File: src/rtl/deque_with_erase_by_value_core_macros.svh
// ----------------------------------------------------------------------------
// deque_with_erase_by_value_core_macros.svh
// Assertion shorthands for the deque core. They expect clk and rst in scope.
// ----------------------------------------------------------------------------
`ifndef DEQUE_WITH_ERASE_BY_VALUE_CORE_MACROS_SVH
`define DEQUE_WITH_ERASE_BY_VALUE_CORE_MACROS_SVH

// Condition that holds at every clock edge outside reset
`define DQE_ASSERT_ALWAYS(label, cond, msg) \
  label: assert property (@(posedge clk) disable iff (rst) (cond)) else $error(msg);

// Same-cycle implication
`define DQE_ASSERT_IMPL(label, ante, cons, msg) \
  label: assert property (@(posedge clk) disable iff (rst) (ante) |-> (cons)) \
    else $error(msg);

// Next-cycle implication
`define DQE_ASSERT_NEXT(label, ante, cons, msg) \
  label: assert property (@(posedge clk) disable iff (rst) (ante) |=> (cons)) \
    else $error(msg);

`endif

File: src/rtl/dqerase_pkg.sv
// ----------------------------------------------------------------------------
// dqerase_pkg
// Shared types and codes of the deque core: request and response transaction
// structs, operation and status codes, controller states.
// ----------------------------------------------------------------------------
package dqerase_pkg;

  // Operation codes
  localparam logic [2:0] OP_PUSH_BACK  = 3'd0;
  localparam logic [2:0] OP_PUSH_FRONT = 3'd1;
  localparam logic [2:0] OP_POP_BACK   = 3'd2;
  localparam logic [2:0] OP_POP_FRONT  = 3'd3;
  localparam logic [2:0] OP_ERASE      = 3'd4;

  // Status codes
  localparam logic [1:0] ST_OK        = 2'd0;
  localparam logic [1:0] ST_EMPTY     = 2'd1;
  localparam logic [1:0] ST_FULL      = 2'd2;
  localparam logic [1:0] ST_NOT_FOUND = 2'd3;

  // Request transaction
  typedef struct packed {
    logic [2:0]  opcode;
    logic [31:0] value;
  } req_t;

  // Response transaction
  typedef struct packed {
    logic [31:0] popped;
    logic [1:0]  status;
    logic [4:0]  occupancy;
  } rsp_t;

  // Controller states
  typedef enum logic [2:0] {
    S_IDLE,
    S_EXEC,
    S_POP,
    S_SCAN,
    S_SHIFT,
    S_DONE
  } state_t;

endpackage

File: src/rtl/dqerase_ram.sv
// ----------------------------------------------------------------------------
// dqerase_ram
// Generic single-write, single-read synchronous RAM with registered read data.
// ----------------------------------------------------------------------------
module dqerase_ram #(
  parameter int WIDTH = 32,
  parameter int DEPTH = 16
) (
  input  logic                     clk,
  input  logic                     we,
  input  logic [$clog2(DEPTH)-1:0] waddr,
  input  logic [WIDTH-1:0]         wdata,
  input  logic [$clog2(DEPTH)-1:0] raddr,
  output logic [WIDTH-1:0]         rdata
);

  logic [WIDTH-1:0] mem [DEPTH];

  // Write port and registered read port
  always_ff @(posedge clk) begin
    if (we) begin
      mem[waddr] <= wdata;
    end
    rdata <= mem[raddr];
  end

endmodule

File: src/rtl/deque_with_erase_by_value_core.sv
// ----------------------------------------------------------------------------
// deque_with_erase_by_value_core
// Bounded double-ended queue with push/pop at both ends and erase by value.
// ----------------------------------------------------------------------------
// Usage:
//   Request channel (req_valid, req_stall, req) carries one operation per
//   transaction: push back, push front, pop back, pop front or erase value.
//   Response channel (rsp_valid, rsp_stall, rsp) returns exactly one
//   transaction per request: popped word, status and occupancy after it.
//   Entries live in one synchronous RAM ring buffer with registered read data.
//   A request is taken only while the controller is idle; one at a time.
//   Push and unused codes go from the exec to the done state; a pop of a
//   non-empty queue passes the pop state, which captures the read word; an
//   erase of a non-empty queue scans and, on a match, closes the gap, which
//   together visit each held entry once, one per cycle, through the single
//   RAM read/write port pair. The next request is taken in the cycle after
//   the result enters the output register, so requests do not overlap.
//   The response sits in an output register; while rsp_stall is high it is
//   held, and a finished result waits in the done state until the register
//   frees up. Reset empties the queue; no RAM clearing pass is needed.
// ----------------------------------------------------------------------------
`include "deque_with_erase_by_value_core_macros.svh"

module deque_with_erase_by_value_core
  import dqerase_pkg::*;
#(
  parameter int CAPACITY   = 16,
  parameter int DATA_WIDTH = 32
) (
  input  logic clk,
  input  logic rst,
  input  logic req_valid,
  output logic req_stall,
  input  req_t req,
  output logic rsp_valid,
  input  logic rsp_stall,
  output rsp_t rsp
);

  localparam int IDX_W = $clog2(CAPACITY);
  localparam int CNT_W = $clog2(CAPACITY + 1);
  localparam int SUM_W = CNT_W + 1;
  localparam logic [IDX_W-1:0] LAST_IDX = IDX_W'(CAPACITY - 1);

  // Ring slot of a logical position counted from the front
  function automatic logic [IDX_W-1:0] slot_of(input logic [IDX_W-1:0] frnt,
                                               input logic [SUM_W-1:0] pos_in);
    logic [SUM_W-1:0] s;
    s = SUM_W'(frnt) + pos_in;
    if (s >= SUM_W'(CAPACITY)) begin
      s = s - SUM_W'(CAPACITY);
    end
    return s[IDX_W-1:0];
  endfunction

  state_t state, state_next;
  logic [IDX_W-1:0]      front;
  logic [CNT_W-1:0]      count;
  logic [CNT_W-1:0]      pos;
  logic [2:0]            cmd_op;
  logic [DATA_WIDTH-1:0] cmd_val;
  logic [31:0]           res_popped;
  logic [1:0]            res_status;

  logic                  ram_we;
  logic [IDX_W-1:0]      ram_waddr;
  logic [DATA_WIDTH-1:0] ram_wdata;
  logic [IDX_W-1:0]      ram_raddr;
  logic [DATA_WIDTH-1:0] ram_rdata;

  logic [63:0]           req_val64;
  logic [63:0]           rd64;
  logic [31:0]           count32;
  logic [SUM_W-1:0]      cnt_s;
  logic [SUM_W-1:0]      pos1;
  logic [SUM_W-1:0]      pos2;
  logic [IDX_W-1:0]      front_inc;
  logic [IDX_W-1:0]      front_dec;
  logic                  full;
  logic                  empty;
  logic                  match;
  logic                  scan_last;
  logic                  shift_more;
  logic                  out_free;

  // Entry storage
  dqerase_ram #(
    .WIDTH (DATA_WIDTH),
    .DEPTH (CAPACITY)
  ) u_ram (
    .clk   (clk),
    .we    (ram_we),
    .waddr (ram_waddr),
    .wdata (ram_wdata),
    .raddr (ram_raddr),
    .rdata (ram_rdata)
  );

  // Status and position helpers
  assign req_val64  = 64'(req.value);
  assign rd64       = 64'(ram_rdata);
  assign count32    = 32'(count);
  assign cnt_s      = SUM_W'(count);
  assign pos1       = SUM_W'(pos) + SUM_W'(1);
  assign pos2       = SUM_W'(pos) + SUM_W'(2);
  assign front_inc  = (front == LAST_IDX) ? '0 : front + IDX_W'(1);
  assign front_dec  = (front == '0) ? LAST_IDX : front - IDX_W'(1);
  assign full       = (count == CNT_W'(CAPACITY));
  assign empty      = (count == '0);
  assign match      = (ram_rdata == cmd_val);
  assign scan_last  = (pos1 >= cnt_s);
  assign shift_more = (pos2 < cnt_s);
  assign out_free   = !rsp_valid || !rsp_stall;
  assign req_stall  = (state != S_IDLE);

  // Next state
  always_comb begin
    state_next = state;
    case (state)
      S_IDLE: begin
        if (req_valid) state_next = S_EXEC;
      end
      S_EXEC: begin
        case (cmd_op)
          OP_POP_BACK, OP_POP_FRONT: state_next = empty ? S_DONE : S_POP;
          OP_ERASE:                  state_next = empty ? S_DONE : S_SCAN;
          default:                   state_next = S_DONE;
        endcase
      end
      S_POP: state_next = S_DONE;
      S_SCAN: begin
        if (scan_last) begin
          state_next = S_DONE;
        end else if (match) begin
          state_next = S_SHIFT;
        end
      end
      S_SHIFT: begin
        if (!shift_more) state_next = S_DONE;
      end
      S_DONE: begin
        if (out_free) state_next = S_IDLE;
      end
      default: state_next = S_IDLE;
    endcase
  end

  // RAM access per state
  always_comb begin
    ram_we    = 1'b0;
    ram_waddr = front;
    ram_wdata = cmd_val;
    ram_raddr = front;
    case (state)
      S_EXEC: begin
        case (cmd_op)
          OP_PUSH_BACK: begin
            ram_we    = !full;
            ram_waddr = slot_of(front, cnt_s);
          end
          OP_PUSH_FRONT: begin
            ram_we    = !full;
            ram_waddr = front_dec;
          end
          OP_POP_BACK: ram_raddr = slot_of(front, cnt_s - SUM_W'(1));
          default:     ram_raddr = front;
        endcase
      end
      S_SCAN: ram_raddr = slot_of(front, pos1);
      S_SHIFT: begin
        ram_we    = 1'b1;
        ram_waddr = slot_of(front, SUM_W'(pos));
        ram_wdata = ram_rdata;
        ram_raddr = slot_of(front, pos2);
      end
      default: ;
    endcase
  end

  // Control and result registers
  always_ff @(posedge clk) begin
    if (rst) begin
      state     <= S_IDLE;
      front     <= '0;
      count     <= '0;
      rsp_valid <= 1'b0;
    end else begin
      state <= state_next;
      // done state reloads the output register itself
      if (rsp_valid && !rsp_stall && (state != S_DONE)) rsp_valid <= 1'b0;
      case (state)
        S_IDLE: begin
          cmd_op  <= req.opcode;
          cmd_val <= req_val64[DATA_WIDTH-1:0];
        end
        S_EXEC: begin
          res_popped <= '0;
          res_status <= ST_OK;
          pos        <= '0;
          case (cmd_op)
            OP_PUSH_BACK: begin
              if (full) res_status <= ST_FULL;
              else count <= count + CNT_W'(1);
            end
            OP_PUSH_FRONT: begin
              if (full) begin
                res_status <= ST_FULL;
              end else begin
                count <= count + CNT_W'(1);
                front <= front_dec;
              end
            end
            OP_POP_BACK: begin
              if (empty) res_status <= ST_EMPTY;
              else count <= count - CNT_W'(1);
            end
            OP_POP_FRONT: begin
              if (empty) begin
                res_status <= ST_EMPTY;
              end else begin
                count <= count - CNT_W'(1);
                front <= front_inc;
              end
            end
            OP_ERASE: begin
              if (empty) res_status <= ST_NOT_FOUND;
            end
            default: ;
          endcase
        end
        S_POP: res_popped <= rd64[31:0];
        S_SCAN: begin
          if (match) begin
            if (scan_last) count <= count - CNT_W'(1);
          end else if (scan_last) begin
            res_status <= ST_NOT_FOUND;
          end else begin
            pos <= pos1[CNT_W-1:0];
          end
        end
        S_SHIFT: begin
          if (shift_more) pos <= pos1[CNT_W-1:0];
          else count <= count - CNT_W'(1);
        end
        S_DONE: begin
          if (out_free) begin
            rsp_valid     <= 1'b1;
            rsp.popped    <= res_popped;
            rsp.status    <= res_status;
            rsp.occupancy <= count32[4:0];
          end
        end
        default: ;
      endcase
    end
  end

  // Checks
  `DQE_ASSERT_ALWAYS(a_count_bound, count <= CNT_W'(CAPACITY), "count above capacity")
  `DQE_ASSERT_ALWAYS(a_front_bound, front <= LAST_IDX, "front index out of range")
  `DQE_ASSERT_NEXT(a_accept_exec, req_valid && !req_stall, state == S_EXEC, "accept without exec")
  `DQE_ASSERT_IMPL(a_rsp_from_done, $rose(rsp_valid), $past(state) == S_DONE, "stray response")
  `DQE_ASSERT_NEXT(a_shift_count, state == S_SHIFT && shift_more, count == $past(count),
                   "count moved during shift")

endmodule
File: config.mk
export PLATFORM = sky130hd
export DESIGN_NAME = deque_with_erase_by_value_core
export DESIGN_NICKNAME = d
export VERILOG_FILES = /design/src/rtl/dqerase_pkg.sv /design/src/rtl/dqerase_ram.sv /design/src/rtl/deque_with_erase_by_value_core.sv
export VERILOG_INCLUDE_DIRS = /design/src /design/src/rtl
export SDC_FILE = /design/constraint.sdc
export NUM_CORES = 1
export LEC_CHECK = 0
export ABC_AREA = 1
export BUFFER_PORTS_ARGS = -buffer_cell sky130_fd_sc_hd__buf_2
export CORE_AREA = 3 3 274 276
export DETAILED_ROUTE_END_ITERATION = 16
export DIE_AREA = 0 0 277 279
export PLACE_DENSITY = 0.66
export SLEW_MARGIN = 10
export SYNTH_ARGS = -nofsm -noshare
export SYNTH_HDL_FRONTEND = slang
export SYNTH_SLANG_ARGS = --single-unit
File: constraint.sdc
create_clock -name clk -period 3.6 [get_ports clk]
set_input_delay 1.08 -clock clk [delete_from_list [all_inputs] [get_ports clk]]
set_output_delay 1.08 -clock clk [all_outputs]
set_load 0.005 [all_outputs]
Word level (Yosys, flattened, before mapping). Memories as Yosys holds them, arrays and structs flattened. A register that Yosys moved wholly into a read port is not among the register bits. Cells that the tools add are included. W data, S select, Z words.

Bits in registers: 126. RAM bits: 512. Input bits: 39. Memories: 1.

Add/subtract/negate cells: 17. Magnitude comparators: 7. Equal/unequal tests: 27. Muxes and demuxes: 50. Bitwise gates (word level): 1. Reductions and logical operators: 25.

Memory list: u_ram.mem (words 16, bits a word 32, rd ports 1, clocked after memory_dff 1, write ports 1, line dqerase_ram.sv:17) `logic [WIDTH-1:0] mem [DEPTH];`.

Operators by type and width (number): $pmux W32 S2 (1); $mux W4 (10); $mux W5 (8); $eq A32 B32 Y1 (1); $mux W32 (1); $ge A6 B5 Y1 const B (5); $pmux W5 S3 (2); $pmux W4 S2 (3); $sub A4 B1 Y4 const B (6); $mux W3 (7); $ne A2 B2 Y1 const B (10); $add A4 B6 Y6 (3); $pmux W3 S6 (1); $ne A3 B3 Y1 const B (5); $add A4 B5 Y6 (2); $eq A3 B2 Y1 const B (4); $pmux W4 S3 (1); $reduce_and A4 Y1 (3); $pmux W5 S2 (1); $eq A3 B3 Y1 const B (3); $mux W2 (4); $mux W1 (7); $reduce_and A7 Y1 (1); $add A5 B1 Y6 const B (1); other kinds (27) (37).

Depth between registers and ports, before layout. Gate-level depths: netlist of the first run.

Depth in word-level cells: 6. Depth in mapped cells: 18. Depth with buffers taken out: 17.

Modules after synthesis. Synthesis of the first run repeated with hierarchy kept, for this count alone.

Cell total of the unflattened synthesis: 2808. Area, all modules: 29338.1 µm².

By module, submodules not included: dqerase_ram (instances 1, cells an instance 2120, area each 22730.6 µm², sequential area each 16015.4 µm²); deque_with_erase_by_value_core (instances 1, cells an instance 688, area each 6607.6 µm², sequential area each 3653.5 µm²).

Worst setup path after synthesis of the first run. No wires, ideal clock.

Path kind: register to register. From: reg front[1]. To: mem u_ram.mem[0][0], enable pin. Library setup time: 0.421 ns. Arrival time: 3.196 ns. Setup slack: -0.017 ns. Cell stages (with the launch flop): 11. Buffers on the path: 0. Clock period less this slack: 3.617 ns. Path through: dfxtp_1 -> inv_1 -> fa_1 -> xnor2_1 -> o22ai_1 -> o22ai_1 -> inv_1 -> o21ai_0 -> inv_1 -> nand3_1 -> nor2_1.

Word-level cells in the longest chain between the ends: 5. Elaborated cells on any way between the ends: 13.

RTL lines: from (decl) (line deque_with_erase_by_value_core.sv:57) `logic [IDX_W-1:0] front;`; from (signal assigned) (line deque_with_erase_by_value_core.sv:210) `front <= front_dec;`; from (signal assigned) (line deque_with_erase_by_value_core.sv:222) `front <= front_inc;`; $add A4 B5 Y6 (line deque_with_erase_by_value_core.sv:49) `s = SUM_W'(frnt) + pos_in;`; $ge A6 B5 Y1 / $sub A4 B1 Y4 (equally long branches) (line deque_with_erase_by_value_core.sv:50, deque_with_erase_by_value_core.sv:51); $mux W4 (line deque_with_erase_by_value_core.sv:50) `if (s >= SUM_W'(CAPACITY)) begin`; $pmux W4 S2 (line deque_with_erase_by_value_core.sv:156) `case (cmd_op)`; $pmux W4 S2 (*) (line deque_with_erase_by_value_core.sv:154) `case (state)`; to (decl) (line dqerase_ram.sv:17).

Every way passes the cells marked *; elsewhere a longest branch is shown, timed or not.

Worst setup path after layout of the first run.
From: reg front[0]. To: mem u_ram.mem[2][26], enable pin.

The elaborated chain is that of the path after synthesis.

==> out/results.tsv, run 1 <==
stage	metric	value	unit
layout	final_common_cell	nand2_1	
clock_network	cts.sinks	670	
detailed_routing	wl_per_cell	18.24	microns
detailed_routing	vias	19580	
place	dp_cells	3718	
job	cap_violations	0	
grt	gr-total-overflow	0	
logic_synthesis	syn-num-nets	2800	
clock_network	cts_buffers	68	
floorplan	die_h	279	microns
detailed_routing	via_per_inst	5.097	
floorplan	io_pins	80	
sta	fin_crit_sh	86.30	%
critical_path	crit-reg2reg-launch	front[0]$_SDFFE_PP0P_	
sta	worst_slew_pin_slew	0.8506	ns
layout	layout_common_cells	nand2_1 (840), edfxtp_1 (625), nand3_1 (541), inv_1 (229), nor2_1 (80)	
logic_synthesis	ys_seq_area_share	67.83	%
sta	finalClockSkew	0.01903	ns
logic_synthesis	synth.area.top_cells	edfxtp_1 (65%), nand2_1 (11%), nand3_1 (9.3%)	
sta	hold_viol_final	0	
floorplan	num_rows	99	
worst_hold_path	min_delay_path_depth	0	
logic_synthesis	synth_top_area_share	64.72	%
worst_hold_path	min_to	rsp[11]$_DFFE_PP_	
layout	syn2layout_area_growth	15.19	%
worst_hold_path	hp-class	flip-flop to flip-flop	
critical_path	crit_path_max_fanout	19	
place	gp_congestion	0.8618	
power_and_ir_drop	ir_worst_vdd	1023	uV
floorplan	die_area	77280	sq um
grt	grt_usage	17.84	%
clock_network	cts.reportedPaths.clkPinSlew	0.06	ns
critical_path	critPathCaptureType	flip-flop	
logic_synthesis	synth_edf_count	625	
logic_synthesis	yosysWarningCount	0	
detailed_routing	dr.pass1.iters	5	
detailed_routing	drt_iter0_drc	1770	
clock_network	cts_resized	0	
worst_hold_path	min_from	res_popped[4]$_SDFFCE_PP0P_	
logic_synthesis	ys.flop_type	edfxtp_1	
clock_network	postCtsSetupBuffers	0	
sta	max-slew-margin-rel	43.29	%
clock_network	htree_num_levels	3	
layout	fin_cells	3841	
layout	fill_cells	6604	
floorplan	coreArea	72830	sq um
logic_synthesis	synth.distinct_cells	38	
sta	fin_crit	3.107	ns
clock_network	cts_hold_buf	0	
layout	diodes	0	
place	post-dp-hpwl	39710	microns
floorplan	start_util	39.81	%
grt	first_global_vias	18730	
sta	slew_violations	0	
critical_path	reg2regPathDepth	12	
sta	max_clock_freq	321.9	MHz
logic_synthesis	syn_area	29000	sq um
critical_path	crit_arrival	3.36	ns
sta	setup_viol	0	
clock_network	clkLatencyLatePin	0.60	ns
critical_path	reg2reg_slack	0.49	ns
logic_synthesis	syn_avg_cell_area	10.63	sq um
critical_path	r2r_end	u_ram.mem[2][26]$_DFFE_PP_	
clock_network	cts_tree	built	
logic_synthesis	yosysTopAreaCell	edfxtp_1	
sta	grt_setup_unrepaired	false	
critical_path	startpoint_type	flip-flop	
logic_synthesis	yosys_register_bits	670	
outcome	status	complete, no violations	
clock_network	root_buffer	clkbuf_16	
layout	fin_util	45.86	%
grt	grt_max_degree	157	
power_and_ir_drop	p_leak	13.44	nW
place	port_buffers	79	
grt	antenna_found_initial	1	
layout	drive_gt1_share	10.90	%
critical_path	cp.required	3.85	ns
logic_synthesis	postSynthCellCount	2727	
clock_network	clock_path_buffers	3	
detailed_routing	route.detailed.drc	0	
sta	tns	0	ns
grt	grt_pass1_wl	108300	microns
critical_path	worstSetupPathType	flip-flop to flip-flop	
layout	nets	2902	
power_and_ir_drop	cellPowerDensity	912.0	nW/um^2
logic_synthesis	async_reset_ff_share	0	%
floorplan	die_x	277	microns
detailed_routing	routed_wl	70070	microns
detailed_routing	ant_nets	0	
-- sequential cells by signal, indices dropped and copies added (netlist names) --
signal and cells:
pos 5, u_ram.rdata 32, cmd_op 3, u_ram.mem 512, state 3, res_popped 32, res_status 2, rsp 39
rsp_valid 1, cmd_val 32, front 4, count 5
-- worst max-delay path: stages (launching register included) --
cell and delay [ns]:
dfxtp_1 0.53, ha_1 0.23, inv_1 0.06, fa_1 0.37, xnor2_1 0.14, o22ai_1 0.19
o22ai_1 0.09, inv_1 0.06, o21ai_0 0.13, inv_1 0.10, nand3_1 0.30, nor2_4 0.20
buf_4 0.33
-- kinds of logic (layout without fill, tap and decap cells) --
kind of cell	Yosys count	count (layout)	synth area share, %
simple gates	1503	1503	22.10
flops	670	670	67.83
buf+inv	386	541	5.570
compound gates	102	102	1.963
fa+ha+maj	34	34	1.571
xor+xnor	31	31	0.9363
mux	1	1	0.03452
-- cells in the mapped netlist, drive strengths merged, types with 2 or more instances --
cell and count:
clkinv 2, buf 127, nand3b 5, o21ai 57, a21oi 23, a21o 2
o21bai 2, fa 4, nand2 845, o221ai 3, xor2 12, a31oi 3
dfxtp 45, nor3 4, a211oi 3, ha 30, nor2 103, o211ai 3
nand3 543, clkbuf 17, o2111ai 2, xnor2 19, inv 240, o22ai 3
nand4 3, edfxtp 625
-- per-layer routing --
| metal | wire, microns | global-route usage, % | vias to the layer above |
|---|---|---|---|
| met2 | 34310 | 30.51 | 605 |
| met3 | 3763 | 2.241 | 128 |
| met5 | 0 | 0 | - |
| li1 | - | - | 9444 |
| met1 | 29400 | 22.93 | 9400 |
| met4 | 2600 | 7.745 | 0 |
-- worst max path at each step --
stage	end	start	slack [ns]	cells past startpoint
2_1_floorplan	u_ram.mem[0][0]$_DFFE_PP_	front[1]$_SDFFE_PP0P_	-0.02	10
3_3_place_gp	u_ram.mem[2][17]$_DFFE_PP_	front[0]$_SDFFE_PP0P_	0.58	12
3_5_place_dp	u_ram.mem[2][16]$_DFFE_PP_	front[0]$_SDFFE_PP0P_	0.53	12
4_1_cts	u_ram.mem[2][26]$_DFFE_PP_	front[0]$_SDFFE_PP0P_	0.51	12
5_1_grt	u_ram.rdata[25]$_DFF_P_	count[0]$_SDFFE_PP0P_	0.27	16
6_report	u_ram.mem[2][26]$_DFFE_PP_	front[0]$_SDFFE_PP0P_	0.49	12
-- metrics by stage --
step                      cell area (sq um)  total power [W]  hold slack [ns]  worst slack (ns)
after global routing                  33400          0.03257           0.4197            0.2684
after detailed placement              31260          0.02385           0.4045            0.5340
final                                 33400          0.03046           0.4166            0.4931
after CTS                             33400          0.03065           0.4178            0.5102
after floorplan                       29000          0.01976           0.4003          -0.01680
after global placement                31260          0.02372           0.4009            0.5768
-- where the power goes --
group | total [W] | switching (W) | internal [W]
registers | 0.0107 | 0.000444 | 0.0103
logic | 0.0130 | 0.00904 | 0.00392
clock network | 0.00677 | 0.00286 | 0.00391
total | 0.0305 | 0.0123 | 0.0181
-- final cells by class --
cell class | count | area (sq um) | share of cell area (%)
clock buffers | 105 | 1993 | 5.967
clock inverters | 18 | 148.9 | 0.4458
inverters | 242 | 910.9 | 2.727
multi-input cells | 1671 | 7919 | 23.71
flip-flops and latches | 670 | 19670 | 58.89
well taps | 959 | 1200 | 3.592
repair buffers | 176 | 1562 | 4.675
(Power assumes the default switching activity.)
==> run 2, diff against run 1 <==
CORE_AREA = 3 3 360 362   (was 3 3 274 276)
DIE_AREA = 0 0 363 365   (was 0 0 277 279)
PLACE_DENSITY = 0.47   (was 0.66)
==> out/results.tsv, run 2 (synthesis results as in run 1) <==
stage	metric	value	unit	change
sta	worst_slew_pin_slew	0.8075	ns	was 0.8506 ns
floorplan	die_area	132500	sq um	was 77280 sq um
clock_network	clkLatencyLatePin	0.63	ns	was 0.60 ns
clock_network	cts.sinks	670		unchanged
critical_path	critPathCaptureType	flip-flop		unchanged
layout	final_common_cell	nand2_1		unchanged
layout	nets	2908		was 2902
critical_path	cpPeakStageDelay	0.56	ns	was 0.53 ns
critical_path	reg2reg_slack	0.45	ns	was 0.49 ns
detailed_routing	drt_iter0_drc	1392		was 1770
layout	syn2layout_area_growth	19.58	%	was 15.19%
floorplan	die_x	363	microns	was 277 microns
layout	reg.largest.list	u_ram.mem x512, rsp x39		unchanged
detailed_routing	routed_wl	80640	microns	was 70070 microns
clock_network	cts.reportedPaths.clkPinSlew	0.06	ns	about the same
critical_path	crit_path_max_fanout	13		was 19
critical_path	path_buf_inv	3		was 4
clock_network	clock_path_buffers	3		unchanged
sta	fin_crit	3.152	ns	was 3.107 ns
clock_network	cts_resized	0		unchanged
worst_hold_path	hp-class	flip-flop to flip-flop		unchanged
clock_network	htree_num_levels	3		unchanged
place	place_ws	0.4509	ns	was 0.5340 ns
grt	use_met1	15.69	%	was 22.93%
critical_path	crit_arrival	3.44	ns	was 3.36 ns
sta	finalClockSkew	0.01683	ns	was 0.01903 ns
clock_network	postCtsSetupBuffers	0		unchanged
sta	max-slew-margin-rel	46.17	%	was 43.29%
worst_hold_path	min_delay_path_depth	0		unchanged
grt	grt_max_degree	140		was 157
floorplan	start_util	22.83	%	was 39.81%
grt	gr-total-overflow	0		unchanged
critical_path	worstSetupPathType	flip-flop to flip-flop		unchanged
sta	grt_setup_unrepaired	false		unchanged
floorplan	coreArea	127000	sq um	was 72830 sq um
layout	largest_reg_flops	512		unchanged
power_and_ir_drop	cellPowerDensity	920.3	nW/um^2	was 912.0 nW/um^2
grt	met3_usage	1.726	%	was 2.241%
sta	slew_violations	0		unchanged
grt	use_met2	20.62	%	was 30.51%
critical_path	crit-reg2reg-launch	front[0]$_SDFFE_PP0P_		unchanged
critical_path	reg2regPathDepth	11		was 12
clock_network	root_buffer	clkbuf_16		unchanged
sta	max_clock_freq	317.2	MHz	was 321.9 MHz
place	port_buffers	79		unchanged
place	gp_congestion	0.7769		was 0.8618
power_and_ir_drop	ir_worst_vdd	709.2	uV	was 1023 uV
sta	tns	0	ns	unchanged
place	post-dp-hpwl	43960	microns	was 39710 microns
worst_hold_path	min_to	rsp[37]$_DFFE_PP_		was rsp[11]$_DFFE_PP_
detailed_routing	wl_per_cell	17.67	microns	was 18.24 microns
sta	setup_ws	0.4479	ns	was 0.4931 ns
critical_path	critPathSlowestCell	dfxtp_1		unchanged
sta	setup_viol	0		unchanged
grt	grt_usage	12.00	%	was 17.84%
critical_path	r2r_end	u_ram.mem[4][7]$_DFFE_PP_		was u_ram.mem[2][26]$_DFFE_PP_
critical_path	startpoint_type	flip-flop		unchanged
layout	top_register	u_ram.mem		unchanged
floorplan	die_h	365	microns	was 279 microns
clock_network	cts_hold_buf	0		unchanged
outcome	status	complete, no violations		unchanged
worst_hold_path	min_from	res_popped[30]$_SDFFCE_PP0P_		was res_popped[4]$_SDFFCE_PP0P_
detailed_routing	via_per_inst	4.275		was 5.097
critical_path	cp_cell_sequence	ha_1, inv_1, fa_1, xnor2_1, o22ai_1, o22ai_1, inv_1, o21ai_0, nand3_1, nor2_4, buf_4		was ha_1, inv_1, fa_1, xnor2_1, o22ai_1, o22ai_1, inv_1, o21ai_0, inv_1, nand3_1, nor2_4, buf_4
detailed_routing	route.detailed.drc	0		unchanged
critical_path	cp.required	3.89	ns	was 3.85 ns
detailed_routing	dr.pass1.iters	7		was 5
detailed_routing	vias	19510		was 19580
layout	layout_common_cells	nand2_1 (840), edfxtp_1 (625), nand3_1 (541), inv_1 (229)		was nand2_1 (840), edfxtp_1 (625), nand3_1 (541), inv_1 (229), nor2_1 (80)
floorplan	io_pins	80		unchanged
sta	fin_crit_sh	87.56	%	was 86.30%
detailed_routing	ant_nets	0		unchanged
grt	grt.busiest_layer	met2		unchanged
job	cap_violations	0		unchanged
grt	grt_pass1_wl	121000	microns	was 108300 microns
clock_network	cts_tree	built		unchanged
critical_path	cp.depth	11		was 12
critical_path	path_delay_family	simple AND/OR/NAND/NOR gates		was adder cells
clock_network	cts_buffers	79		was 68
grt	antenna_found_initial	4		was 1
grt	first_global_vias	18900		was 18730
floorplan	num_rows	131		was 99
layout	drive_gt1_share	11.49	%	was 10.90%
power_and_ir_drop	p_leak	13.62	nW	was 13.44 nW
sta	hold_viol_final	0		unchanged
run 2: how the worst max path moves through the flow:
stage	start	slack, ns	endpoint
3_3_place_gp	front[0]$_SDFFE_PP0P_	0.46	u_ram.mem[4][14]$_DFFE_PP_
3_5_place_dp	state[0]$_SDFFE_PP0P_	0.45	u_ram.rdata[11]$_DFF_P_
6_report	front[0]$_SDFFE_PP0P_	0.45	u_ram.mem[4][7]$_DFFE_PP_
4_1_cts	state[0]$_SDFFE_PP0P_	0.40	u_ram.rdata[11]$_DFF_P_
5_1_grt	state[0]$_SDFFE_PP0P_	0.18	u_ram.rdata[11]$_DFF_P_
2_1_floorplan	front[1]$_SDFFE_PP0P_	-0.02	u_ram.mem[0][0]$_DFFE_PP_
run 2: report_power, final:
part / leakage [nW] / switching [W] / internal, W
Sequential: 6.04 / 0.000471 / 0.0103
Clock: 1.26 / 0.00323 / 0.00470
Combinational: 6.32 / 0.00930 / 0.00391
Total: 13.6 / 0.0130 / 0.0189
run 2: per-layer routing:
| metal | vias to the layer above | part of all wire [%] |
|---|---|---|
| met3 | 101 | 4.2 |
| met5 | - | 0.033 |
| li1 | 9482 | - |
| met1 | 9512 | 45 |
| met4 | 4 | 2.1 |
| met2 | 411 | 49 |
run 2: layout make-up:
class	count	area [sq um]
fill	13170	92350
tap	1662	2079
timing repair buffer	171	1524
multi-input combinational	1671	7919
clock inverter	42	437.9
clock buffer	103	2128
antenna	3	7.507
inverter	242	910.9
sequential	670	19670
run 2: stage by stage:
| stage | area, sq um | instances | util [%] | hold slack [ns] | total power (W) |
|---|---|---|---|---|---|
| 3_3_place_gp | 32100 | 4416 | 25.27 | 0.4030 | 0.02429 |
| 2_1_floorplan | 29000 | 2727 | - | 0.4003 | 0.01976 |
| 4_1_cts | 34670 | 4561 | 27.29 | 0.4085 | 0.03239 |
| 3_5_place_dp | 32100 | 4416 | 25.27 | 0.4045 | 0.02436 |
| 5_1_grt | 34670 | 4561 | 27.29 | 0.4168 | 0.03425 |
| 6_report | 34680 | 4564 | 27.30 | 0.4083 | 0.03191 |
